`config.mk`:
```
export PLATFORM = sky130hd
export DESIGN_NAME = calendar_date_stepper_core
export DESIGN_NICKNAME = d
export VERILOG_FILES = /design/src/design/cds_pkg.sv /design/src/design/calendar_date_stepper_core.sv
export SDC_FILE = /design/constraint.sdc
export NUM_CORES = 1
export LEC_CHECK = 0
export ABC_AREA = 1
export BUFFER_PORTS_ARGS = -buffer_cell sky130_fd_sc_hd__buf_2
export CAP_MARGIN = 20
export CORE_UTILIZATION = 65
export CTS_CLUSTER_SIZE = 20
export DETAILED_ROUTE_END_ITERATION = 8
export PLACE_DENSITY = 0.91
export SLEW_MARGIN = 20
export SYNTH_ARGS = -nofsm -noshare
export SYNTH_HDL_FRONTEND = slang
export SYNTH_SLANG_ARGS = --single-unit
```
`constraint.sdc`:
```
create_clock -name i_clk -period 10.4 [get_ports i_clk]
set_input_delay 0.52 -clock i_clk [delete_from_list [all_inputs] [get_ports i_clk]]
set_output_delay 0.52 -clock i_clk [all_outputs]
set_load 0.02 [all_outputs]
```
`src/design/cds_pkg.sv`:
```
package cds_pkg;

    // Default width of the stored year
    localparam int unsigned YEAR_BITS_DEF = 16;

    // Date after reset
    localparam int unsigned RESET_DAY   = 1;
    localparam int unsigned RESET_MONTH = 1;
    localparam int unsigned RESET_YEAR  = 1970;

    // Leap-year cycle length and calendar limits
    localparam int unsigned LEAP_CYCLE  = 400;
    localparam int unsigned MONTHS      = 12;
    localparam int unsigned LONG_MONTH  = 31;

    // Width of a remainder modulo the leap-year cycle
    localparam int unsigned MOD_BITS    = 9;

    typedef enum logic [1:0] {
        FUNC_LOAD    = 2'd0,
        FUNC_SHIFT   = 2'd1,
        FUNC_COMPARE = 2'd2,
        FUNC_NONE    = 2'd3
    } t_func;

    typedef enum logic [1:0] {
        ORD_EQUAL   = 2'd0,
        ORD_EARLIER = 2'd1,
        ORD_LATER   = 2'd2
    } t_order;

    typedef enum logic [2:0] {
        ST_IDLE,
        ST_REDUCE,
        ST_CLAMP,
        ST_STEP,
        ST_RESP
    } t_state;

    // Leap year from the year modulo 400: divisible by 4, except the
    // century years that are not a multiple of 400
    function automatic logic leap_of(input logic [MOD_BITS-1:0] m400);
        logic leap;
        leap = (m400[1:0] == 2'd0) && (m400 != MOD_BITS'(100))
            && (m400 != MOD_BITS'(200)) && (m400 != MOD_BITS'(300));
        return leap;
    endfunction

    // Number of days in a month
    function automatic logic [4:0] month_days(input logic [3:0] month, input logic leap);
        logic [4:0] len;
        case (month)
            4'd2:                      len = leap ? 5'd29 : 5'd28;
            4'd4, 4'd6, 4'd9, 4'd11:   len = 5'd30;
            default:                   len = 5'd31;
        endcase
        return len;
    endfunction

endpackage

```
`src/design/calendar_date_stepper_core.sv`:
```
// Calendar date stepper. Holds one Gregorian date (1/1/1970 after reset) and
// takes one command word when start is high and busy is low. A load clamps
// the given date to a valid one, passing through REDUCE, which takes the year
// modulo 400 for its leap status (a reciprocal multiply, then the remainder),
// then CLAMP and then RESP, which presents the word. A shift walks one day per
// cycle in STEP until |day_delta| days are walked, then goes to RESP. A
// compare, and the unused code, go straight to RESP. Each command ends with
// o_valid high for exactly one cycle together with the date after the command
// and the order code (nonzero only for compare); the word must be taken in
// that cycle, since the block cannot be held off. A new command may be started
// in the cycle that o_valid is high.
module calendar_date_stepper_core #(
    parameter int unsigned YEAR_BITS = cds_pkg::YEAR_BITS_DEF
) (
    input  logic        i_clk,
    input  logic        i_rst_n,
    input  logic        start,
    output logic        busy,
    input  logic [1:0]  i_func,
    input  logic [4:0]  i_in_day,
    input  logic [3:0]  i_in_month,
    input  logic [15:0] i_in_year,
    input  logic signed [15:0] i_day_delta,
    output logic        o_valid,
    output logic [4:0]  o_cur_day,
    output logic [3:0]  o_cur_month,
    output logic [15:0] o_cur_year,
    output logic [1:0]  o_order
);

    localparam int unsigned MB  = cds_pkg::MOD_BITS;
    localparam int unsigned CW  = (YEAR_BITS > 16) ? YEAR_BITS : 16;
    // Year above its low four bits is reduced modulo 25 (400 = 16 * 25)
    localparam int unsigned XB  = YEAR_BITS - 4;
    localparam int unsigned SH  = XB + 5;
    localparam logic [XB:0] RECIP = (XB+1)'(((64'd1 << SH) + 64'd24) / 64'd25);
    localparam logic [MB-1:0] LAST_MOD   = MB'(cds_pkg::LEAP_CYCLE - 1);
    localparam logic [MB-1:0] MAX_MOD    =
        MB'(((64'd1 << YEAR_BITS) - 64'd1) % 64'(cds_pkg::LEAP_CYCLE));
    localparam logic [MB-1:0] RESET_MOD  =
        MB'((cds_pkg::RESET_YEAR % (64'd1 << YEAR_BITS)) % cds_pkg::LEAP_CYCLE);
    localparam logic [YEAR_BITS-1:0] MAX_YEAR = '1;

    cds_pkg::t_state r_state, n_state;

    logic [4:0]           r_day;
    logic [3:0]           r_month;
    logic [YEAR_BITS-1:0] r_year;
    logic [MB-1:0]        r_m400;
    logic [1:0]           r_order;

    logic [15:0]          r_cnt;
    logic                 r_back;
    logic [4:0]           r_ld_day;
    logic [3:0]           r_ld_month;
    logic [YEAR_BITS-1:0] r_ld_year;
    logic [MB-1:0]        r_rem;
    logic [2*XB:0]        r_prod;
    logic                 r_mul_done;

    cds_pkg::t_func       w_func;
    logic [CW-1:0]        w_in_year_ext;
    logic [CW-1:0]        w_year_ext;
    logic [3:0]           w_ld_month;
    logic                 w_leap;
    logic [4:0]           w_mdays_cur;
    logic [3:0]           w_month_prev;
    logic [4:0]           w_mdays_prev;
    logic [2*XB:0]        w_prod;
    logic [XB-5:0]        w_quot;
    logic [XB-1:0]        w_q25;
    logic [4:0]           w_rem25;
    logic [MB-1:0]        w_m400;
    logic [4:0]           w_ld_len;
    logic [1:0]           w_cmp;
    logic                 w_accept;

    assign w_func        = cds_pkg::t_func'(i_func);
    assign w_accept      = start && !busy;
    assign w_in_year_ext = CW'(i_in_year);
    assign w_year_ext    = CW'(r_year);

    // Clamp the given month into 1..12
    always_comb begin
        if (i_in_month == 4'd0) begin
            w_ld_month = 4'd1;
        end else if (i_in_month > 4'(cds_pkg::MONTHS)) begin
            w_ld_month = 4'(cds_pkg::MONTHS);
        end else begin
            w_ld_month = i_in_month;
        end
    end

    // Month lengths around the stored date
    assign w_leap       = cds_pkg::leap_of(r_m400);
    assign w_mdays_cur  = cds_pkg::month_days(r_month, w_leap);
    assign w_month_prev = r_month - 4'd1;
    assign w_mdays_prev = cds_pkg::month_days(w_month_prev, w_leap);

    // Year modulo 400: quotient by 25 from a reciprocal multiply, then the
    // remainder by 25 joined with the low four bits of the year
    assign w_prod    = (2*XB+1)'(r_ld_year[YEAR_BITS-1:4]) * (2*XB+1)'(RECIP);
    assign w_quot    = r_prod[2*XB:SH];
    // quotient times 25 as 16 + 8 + 1
    assign w_q25     = {w_quot, 4'b0000} + {1'b0, w_quot, 3'b000} + {4'b0000, w_quot};
    assign w_rem25   = 5'(r_ld_year[YEAR_BITS-1:4] - w_q25);
    assign w_m400    = {w_rem25, r_ld_year[3:0]};
    assign w_ld_len  = cds_pkg::month_days(r_ld_month, cds_pkg::leap_of(r_rem));

    // Order the stored date against the given one: year, month, day
    always_comb begin
        if (w_year_ext != w_in_year_ext) begin
            w_cmp = (w_year_ext < w_in_year_ext) ? cds_pkg::ORD_EARLIER : cds_pkg::ORD_LATER;
        end else if (r_month != i_in_month) begin
            w_cmp = (r_month < i_in_month) ? cds_pkg::ORD_EARLIER : cds_pkg::ORD_LATER;
        end else if (r_day != i_in_day) begin
            w_cmp = (r_day < i_in_day) ? cds_pkg::ORD_EARLIER : cds_pkg::ORD_LATER;
        end else begin
            w_cmp = cds_pkg::ORD_EQUAL;
        end
    end

    // Next state
    always_comb begin
        n_state = r_state;
        unique case (r_state)
            cds_pkg::ST_IDLE, cds_pkg::ST_RESP: begin
                if (start) begin
                    unique case (w_func)
                        cds_pkg::FUNC_LOAD:  n_state = cds_pkg::ST_REDUCE;
                        cds_pkg::FUNC_SHIFT: n_state = cds_pkg::ST_STEP;
                        cds_pkg::FUNC_COMPARE, cds_pkg::FUNC_NONE:
                                             n_state = cds_pkg::ST_RESP;
                    endcase
                end else begin
                    n_state = cds_pkg::ST_IDLE;
                end
            end
            cds_pkg::ST_REDUCE: begin
                if (r_mul_done) begin
                    n_state = cds_pkg::ST_CLAMP;
                end
            end
            cds_pkg::ST_CLAMP: n_state = cds_pkg::ST_RESP;
            cds_pkg::ST_STEP: begin
                if (r_cnt == 16'd0) begin
                    n_state = cds_pkg::ST_RESP;
                end
            end
            default: n_state = cds_pkg::ST_IDLE;
        endcase
    end

    // Handshake outputs
    always_comb begin
        busy    = 1'b1;
        o_valid = 1'b0;
        unique case (r_state)
            cds_pkg::ST_IDLE: busy = 1'b0;
            cds_pkg::ST_RESP: begin
                busy    = 1'b0;
                o_valid = 1'b1;
            end
            cds_pkg::ST_REDUCE, cds_pkg::ST_CLAMP, cds_pkg::ST_STEP: busy = 1'b1;
            default: busy = 1'b1;
        endcase
    end

    assign o_cur_day   = r_day;
    assign o_cur_month = r_month;
    assign o_cur_year  = w_year_ext[15:0];
    assign o_order     = r_order;

    // Sequencer
    always_ff @(posedge i_clk) begin
        if (!i_rst_n) begin
            r_state <= cds_pkg::ST_IDLE;
        end else begin
            r_state <= n_state;
        end
    end

    // Stored date and its year modulo 400
    always_ff @(posedge i_clk) begin
        if (!i_rst_n) begin
            r_day   <= 5'(cds_pkg::RESET_DAY);
            r_month <= 4'(cds_pkg::RESET_MONTH);
            r_year  <= YEAR_BITS'(cds_pkg::RESET_YEAR);
            r_m400  <= RESET_MOD;
            r_order <= cds_pkg::ORD_EQUAL;
        end else begin
            // latch the order on every accepted word
            if (w_accept) begin
                r_order <= (w_func == cds_pkg::FUNC_COMPARE) ? w_cmp : cds_pkg::ORD_EQUAL;
            end

            // store the clamped load date
            if (r_state == cds_pkg::ST_CLAMP) begin
                r_month <= r_ld_month;
                r_year  <= r_ld_year;
                r_m400  <= r_rem;
                if (r_ld_day == 5'd0) begin
                    r_day <= 5'd1;
                end else if (r_ld_day > w_ld_len) begin
                    r_day <= w_ld_len;
                end else begin
                    r_day <= r_ld_day;
                end
            end

            // advance or step back one day
            if (r_state == cds_pkg::ST_STEP && r_cnt != 16'd0) begin
                if (!r_back) begin
                    if (r_month == 4'(cds_pkg::MONTHS) && r_day >= 5'(cds_pkg::LONG_MONTH)) begin
                        r_day   <= 5'd1;
                        r_month <= 4'd1;
                        r_year  <= r_year + YEAR_BITS'(1);
                        if (r_year == MAX_YEAR || r_m400 == LAST_MOD) begin
                            r_m400 <= '0;
                        end else begin
                            r_m400 <= r_m400 + MB'(1);
                        end
                    end else if (r_day >= w_mdays_cur) begin
                        r_day   <= 5'd1;
                        r_month <= r_month + 4'd1;
                    end else begin
                        r_day <= r_day + 5'd1;
                    end
                end else begin
                    if (r_month <= 4'd1 && r_day <= 5'd1) begin
                        r_day   <= 5'(cds_pkg::LONG_MONTH);
                        r_month <= 4'(cds_pkg::MONTHS);
                        r_year  <= r_year - YEAR_BITS'(1);
                        if (r_year == '0) begin
                            r_m400 <= MAX_MOD;
                        end else if (r_m400 == '0) begin
                            r_m400 <= LAST_MOD;
                        end else begin
                            r_m400 <= r_m400 - MB'(1);
                        end
                    end else if (r_day <= 5'd1) begin
                        r_month <= w_month_prev;
                        r_day   <= w_mdays_prev;
                    end else begin
                        r_day <= r_day - 5'd1;
                    end
                end
            end
        end
    end

    // Command word latches, day counter and year reduction
    always_ff @(posedge i_clk) begin
        if (!i_rst_n) begin
            r_cnt      <= '0;
            r_mul_done <= 1'b0;
        end else begin
            if (w_accept) begin
                r_back     <= i_day_delta[15];
                r_cnt      <= i_day_delta[15] ? 16'(16'd0 - i_day_delta) : i_day_delta;
                r_ld_day   <= i_in_day;
                r_ld_month <= w_ld_month;
                r_ld_year  <= w_in_year_ext[YEAR_BITS-1:0];
                r_mul_done <= 1'b0;
            end else begin
                // multiply by the reciprocal first, then take the remainder
                if (r_state == cds_pkg::ST_REDUCE) begin
                    if (!r_mul_done) begin
                        r_prod     <= w_prod;
                        r_mul_done <= 1'b1;
                    end else begin
                        r_rem <= w_m400;
                    end
                end
                if (r_state == cds_pkg::ST_STEP && r_cnt != 16'd0) begin
                    r_cnt <= r_cnt - 16'd1;
                end
            end
        end
    end

    // Checks
    a_valid_single: assert property (@(posedge i_clk) disable iff (!i_rst_n)
        o_valid && !start |=> !o_valid)
        else $error("result strobe held past one cycle");

    a_date_valid: assert property (@(posedge i_clk) disable iff (!i_rst_n)
        r_month >= 4'd1 && r_month <= 4'(cds_pkg::MONTHS) && r_day >= 5'd1
        && r_day <= w_mdays_cur)
        else $error("stored date is not a calendar date");

    a_mod_range: assert property (@(posedge i_clk) disable iff (!i_rst_n)
        r_m400 <= LAST_MOD)
        else $error("year remainder out of range");

    a_shift_busy: assert property (@(posedge i_clk) disable iff (!i_rst_n)
        w_accept && (w_func == cds_pkg::FUNC_SHIFT || w_func == cds_pkg::FUNC_LOAD) |=> busy)
        else $error("multi-cycle command did not raise busy");

    a_reduce_ends: assert property (@(posedge i_clk) disable iff (!i_rst_n)
        r_state == cds_pkg::ST_CLAMP |-> r_mul_done)
        else $error("load clamped before year reduction finished");

endmodule
```
==> reports/results.ini, run 1 <==
[floorplanning]
dieWidth_um = 130
ios = 75
fp-row-count = 46
die-area_mm2 = 0.0168
core_mm2 = 0.0159
start_util = 0.666
fp.dieH_um = 130

[clock_tree]
cts_root_buffer = clkbuf_16
clk_path_buf_depth = 2
clkTransAtPathRegs_ns = 0.08
postCtsHoldBufs = 0
cts_setup_buffers = 0
htreeDepth = 3
post_cts_resized = 0
clkSinkCount = 96
cts_buffers = 9
cts_tree = yes
clkLatencyLatePin_ns = 0.37

[routing]
antenna_violating_nets_post_route = 0
drtIter0Drc = 969
vias = 10097
via_per_inst = 5.64
firstDrtPassIters = 5
wirelength_um = 27500
wire_per_inst_um = 15.4
drc = 0

[finish]
fill_cells = 1306
diodes = 0
fin_nets = 1785
drive_gt1_frac = 0.0883
final_cell_mix = nand2_1 (325), inv_1 (270), nor2_1 (158)
syn_to_final_growth_pct = 7.31
mostFrequentLayoutCell = nand2_1

[sta]
clock_skew_ns = 0.0132
hold_viol = 0
min_period_ns = 4.77
fin_setup_tns_ns = 0
slew_viol_final = 0
setup_viol = 0
worst_slew_pin_slew_ns = 0.938
fin_crit_sh = 0.459
rsz0062_at_grt = false
maxSlewHeadroom = 0.374
max_freq_mhz = 210

[synth]
ys_seq_elements = 96
synth_edf_count = 40
syn-num-nets = 1733
syn-mean-instance-area_um2 = 6.98
synth.yosys.seq_area_share = 0.219
ys_dominant_reg_cell = dfxtp_1
syn-instance-count = 1517
yosysWarningCount = 0
async_flop_share = 0
syn-cell-area_mm2 = 0.0106
synth_cell_types = 47

[worst_setup_path]
endpoint_kind = flip-flop
worstSetupPathType = reg -> reg
r2r-end = r_prod[21]
reg2reg_depth = 17
cp.arrival_ns = 4.89
setup.worst_path.start_class = flip-flop
rr_startpoint = r_ld_year[10]
crit_fanout = 5
rrSetupSlack_ns = 5.63
crit_required_ns = 10.52

[flow_run]
drv_cap = 0

[min_path]
min_to = r_ld_day[4]
hold_class = in -> reg
min-delay-start = i_in_day[4]
worstHoldPathCells = 1

[placed_design]
place.gp.congestion = 0.988
portBuffers = 74
hpwl_um = 21300

[status]
status = finished clean

[grt]
first_global_vias = 9425
antenna_found_initial = 0
track_usage = 0.339
grt_overflow = 0
grt_pass1_wl_um = 44500
grt_max_degree = 49

[power]
ir_drop_mv = 0.213
p_leak_nw = 5.86
pwr-share-clk = 0.195
p_int_uw = 963
power.share.switching = 0.455
switching_power_uw = 804
seq_power_share = 0.269
combPwrFrac = 0.537
power_mw = 1.77
power.density_mw_per_mm2 = 156

metal layers:
metal / vias up / share of wire / global-route usage
li1: 4976 / - / -
met1: 4626 / 0.42 / 0.435
met2: 428 / 0.47 / 0.572
met3: 67 / 0.078 / 0.0421
met4: 0 / 0.032 / 0.155
met5: - / 0 / 0
power by group through the flow:
stage / registers, mW / logic [mW] / clock network, mW
6_report: 0.475 / 0.948 / 0.344
5_1_grt: 0.478 / 1.09 / 0.356
4_1_cts: 0.472 / 0.941 / 0.346
3_5_place_dp: 0.481 / 0.933 / 0
3_3_place_gp: 0.480 / 0.899 / 0
2_1_floorplan: 0.473 / 0.725 / 0
synthesized netlist by cell type, types with 3 or more instances:
master	count	share of area
nand2_1	325	0.12
inv_1	270	0.096
nor2_1	159	0.056
ha_1	128	0.15
nand3_1	109	0.052
o21ai_0	95	0.045
a21oi_1	61	0.029
dfxtp_1	56	0.11
fa_1	42	0.079
edfxtp_1	40	0.11
xor2_1	39	0.032
nor3_1	26	0.012
nand4_1	22	0.013
buf_2	16	0.0076
clkbuf_1	16	0.0057
xnor2_1	16	0.013
o211ai_1	11	0.0078
a31oi_1	7	0.0041
inv_2	7	0.0025
or2_2	7	0.0041
o211ai_2	6	0.0071
o21ai_1	6	0.0028
nand2_2	5	0.0030
nor2_2	5	0.0030
o21bai_1	5	0.0035
a21o_1	4	0.0028
nand2_4	4	0.0043
buf_6	3	0.0032
o31ai_1	3	0.0021
cell type report:
type / instances / area [µm²] / share of cell area
Clock buffer: 9 / 225 / 0.0198
Clock inverter: 7 / 71.3 / 0.00628
Inverter: 277 / 1040 / 0.0915
Multi-Input combinational cell: 1108 / 7040 / 0.620
Sequential cell: 96 / 2320 / 0.204
Tap cell: 216 / 270 / 0.0238
Timing Repair Buffer: 77 / 393 / 0.0346
flip-flops by register name (all words and copies together) (netlist names), 5 cells and up:
register,cells
o_cur_year,16
r_rem,9
r_ld_year,16
r_ld_day,5
r_m400,9
r_cnt,16
o_cur_day,5
r_prod,5
per-stage QoR:
step,setup slack (ns),hold slack (ns),instances,instance area [µm²],util
2_1_floorplan,5.95,0.427,1517,10600,-
3_3_place_gp,5.76,0.449,1774,11100,0.696
3_5_place_dp,5.63,0.462,1774,11100,0.696
4_1_cts,5.64,0.333,1790,11400,0.715
5_1_grt,5.42,0.341,1790,11400,0.715
6_report,5.63,0.335,1790,11400,0.715
cell families (layout without fill, tap and decap cells):
group	Yosys count	in the layout	synth area share
compound gates	209	209	0.114
xor+xnor	55	55	0.0455
fa+ha+maj	170	170	0.231
buf+inv	313	370	0.116
flops	96	96	0.219
simple gates	674	674	0.275
worst max-delay path by stage:
stage	start	endpoint	slack (ns)
finish	r_ld_year[10]	r_prod[21]	5.63
global route	r_ld_year[10]	r_prod[17]	5.42
CTS	r_ld_year[10]	r_prod[21]	5.64
detailed placement	r_ld_year[10]	r_prod[21]	5.63
global placement	r_ld_year[10]	r_prod[17]	5.76
floorplan	r_ld_year[10]	r_prod[17]	5.95
worst max-delay path, cell delays in order, from the launching register on:
cell      delay (ns)
edfxtp_1        0.46
inv_1           0.12
fa_1            0.59
fa_1            0.45
fa_1            0.51
inv_1           0.05
fa_1            0.54
inv_1           0.06
fa_1            0.54
inv_1           0.04
ha_1            0.33
a21oi_1         0.19
inv_1           0.07
a31oi_1         0.20
nand2_1         0.09
nand2_1         0.07
nand3_1         0.08
xnor2_1         0.13
No activity file was read; power rests on OpenSTA's default activity.
==> run 2: changes to the inputs <==
CORE_UTILIZATION = 57   (was 65)
PLACE_DENSITY = 0.85   (was 0.91)
clock period = 3.9 ns   (was 10.4 ns; I/O delays follow)
==> run 2 against run 1 <==
Against the previous run:
- the run now ends with DRC, setup timing left
- utilization down 5.2 points
- clock-buffer cell count is 3 higher
- flip-flop and latch count is the same
- clock power increased to 2.6 times the previous value
- worst hold slack worse by 0.31 ns
- cell count rose by 3.8%
- sequential share of layout area decreased by 1.1 points
- maximum frequency is 8.0% higher
- power increased to 3.2 times the previous value
- routed wire length is 9.8% higher
- register-to-register slack worse by 6.1 ns
- clock skew about the same
- critical endpoint is now r_prod[18]
- largest cell class unchanged
==> reports/results.ini, run 2 (synthesis gave the netlist of run 1 again) <==
[power]
power.density_mw_per_mm2 = 474  ; +200%
p_int_mw = 3.10  ; +220%
pwr-share-clk = 0.156  ; -0.039
p_leak_nw = 6.14  ; +4.8%
combPwrFrac = 0.623  ; +0.086
ir_drop_mv = 0.615  ; +190%
switching_power_mw = 2.59  ; +220%
seq_power_share = 0.221  ; -0.048
power.share.switching = 0.455  ; about the same

[routing]
wire_per_inst_um = 16.3  ; +5.8%
antenna_violating_nets_post_route = 0  ; unchanged
wirelength_um = 30200  ; +9.8%
drc = 4  ; +4
vias = 10409  ; +3.1%
drtIter0Drc = 897  ; -7.4%
firstDrtPassIters = 8  ; +3
via_per_inst = 5.60  ; -0.68%

[worst_setup_path]
crit_top_cell = fa_1
setup.worst_path.start_class = flip-flop
crit_required_ns = 4.02  ; -6.50 ns
cp.arrival_ns = 4.54  ; -0.35 ns
crit_fanout = 4  ; -1
endpoint_kind = flip-flop
cp.buffers_inverters = 8  ; +3
worstSetupPathType = reg -> reg
critPathSlowestCell = fa_1
crit_start = r_ld_year[15]
path_cells = buf_4 > buf_4 > ha_4 > inv_1 > fa_1 > fa_1 > inv_2 > fa_1 > inv_2 > fa_1 > inv_2 > ha_4 > buf_6 > inv_4 > nor3_2 > nand3_1 > nand3_1 > nand2_1
critical-path-top-delay-family = adder cells
rr_startpoint = r_ld_year[15]
max_stage_delay_ns = 0.54  ; -0.05 ns

[clock_tree]
clk_path_buf_depth = 2  ; unchanged
htreeDepth = 3  ; unchanged
cts_root_buffer = clkbuf_16
cts_buffers = 9  ; unchanged
clkSinkCount = 96  ; unchanged
cts_tree = yes
clkLatencyLatePin_ns = 0.36  ; about the same
clkTransAtPathRegs_ns = 0.07  ; about the same
postCtsHoldBufs = 0  ; unchanged

[finish]
fill_cells = 1497  ; +15%
syn_to_final_growth_pct = 13.3
final_cell_mix = nand2_1 (320), inv_1 (258), nor2_1 (154)
drive_gt1_frac = 0.142  ; +0.0541
mostFrequentLayoutCell = nand2_1
diodes = 0  ; unchanged
fin_nets = 1840  ; +3.1%
fin_cells = 1858  ; +3.8%

[grt]
grt_pass1_wl_um = 47600  ; +7.0%
first_global_vias = 9920  ; +5.3%
grt_overflow = 0  ; unchanged
antenna_found_initial = 0  ; unchanged
track_usage = 0.310  ; -0.0292
grt_max_degree = 49  ; unchanged

[sta]
clock_skew_ns = 0.0128  ; -0.000426 ns
fin_ws_ns = -0.519  ; -6.15 ns
fin_setup_tns_ns = -2.33  ; -2.33 ns
max_freq_mhz = 226  ; +8.0%
min_period_ns = 4.42  ; -0.354 ns
maxSlewHeadroom = 0.439  ; +0.0654
fin_crit_sh = 1.13  ; +0.674
holdWs_ns = 0.0239  ; -0.312 ns
slew_viol_final = 0  ; unchanged
setup_viol = 5  ; +5
rsz0062_at_grt = true
worst_slew_pin_slew_ns = 0.840  ; -0.0982 ns
hold_viol = 0  ; unchanged

[placed_design]
place.gp.congestion = 0.944  ; -4.5%
hpwl_um = 22400  ; +5.3%
portBuffers = 74  ; unchanged
placed_cells = 1837  ; +3.6%

[status]
violations = DRC, setup timing
status = complete, but fails checks

[flow_run]
drv_cap = 0  ; unchanged

[floorplanning]
start_util = 0.585  ; -0.0811
dieWidth_um = 138  ; +6.7%
fp-row-count = 49  ; +6.5%
ios = 75  ; unchanged
die-area_mm2 = 0.0191  ; +14%
core_mm2 = 0.0181  ; +14%
fp.dieH_um = 138  ; +6.7%

[min_path]
hold_class = in -> reg
min-delay-start = i_in_day[3]

run 2: changes by cell type in the layout (fill, tap and decap cells not counted), moves of 5 or more:
cell,before,now
a21oi_1,61,55
ha_4,0,7
inv_1,270,258
inv_2,7,18
ha_1,128,120
nand2_1,325,320
buf_4,3,57
run 2: final cells by class:
class                      count  area [µm²]  share of cell area
tap                          229         287              0.0239
inverter                     277        1040              0.0869
multi-input combinational   1108        7250               0.605
clock inverter                 4        31.3             0.00261
clock buffer                  12         246              0.0206
sequential                    96        2320               0.194
timing repair buffer         132         810              0.0675
run 2: what timing repair did:
| action | 4_1_cts | 5_1_grt |
|---|---|---|
| setup endpoints to repair | 5 | 5 |
| pin swaps | 19 | 27 |
| buffers inserted | 1 | 4 |
| gates resized for setup | 9 | 32 |
| gates cloned | 0 | 0 |
run 2: final timing paths:
| path | to | slack, ns | cells after the start |
|---|---|---|---|
| worst max-delay path | r_prod[18] | -0.52 | 18 |
| worst min-delay path | r_ld_day[3] | 0.02 | 1 |
| worst max register to register | r_prod[18] | -0.52 | 18 |
| worst min register to register | o_order[0] | 0.45 | 2 |
run 2: power groups by stage:
stage | logic [mW] | clock network, mW | registers, mW
final | 3.54 | 0.886 | 1.26
after global routing | 3.89 | 0.917 | 1.27
after CTS | 2.96 | 0.877 | 1.25
after detailed placement | 2.83 | 0 | 1.28
after global placement | 2.75 | 0 | 1.27
after floorplan | 2.03 | 0 | 1.26
run 2: metrics by stage:
stage               power, mW  worst slack [ns]   util  area (µm²)
floorplan                3.29            -0.349      -       10600
detailed placement       4.11            -0.557  0.636       11500
finish                   5.68            -0.519  0.663       12000
global placement         4.02            -0.461  0.636       11500
CTS                      5.09            -0.452  0.653       11800
global route             6.08            -0.678  0.663       12000
run 2: worst register-to-register path: cells and delay by family (launching register included):
family | cells | cell delay, ns
AND/OR/NAND/NOR | 4 | 0.53
buffers and inverters | 8 | 0.66
flip-flops | 1 | 0.42
adder cells (fa/ha/maj) | 6 | 2.58
run 2: per-layer routing:
| metal | global-route usage | part of all wire |
|---|---|---|
| met2 | 0.511 | 0.47 |
| met1 | 0.396 | 0.41 |
| met4 | 0.173 | 0.048 |
| met3 | 0.0398 | 0.074 |
| met5 | 0 | 0 |
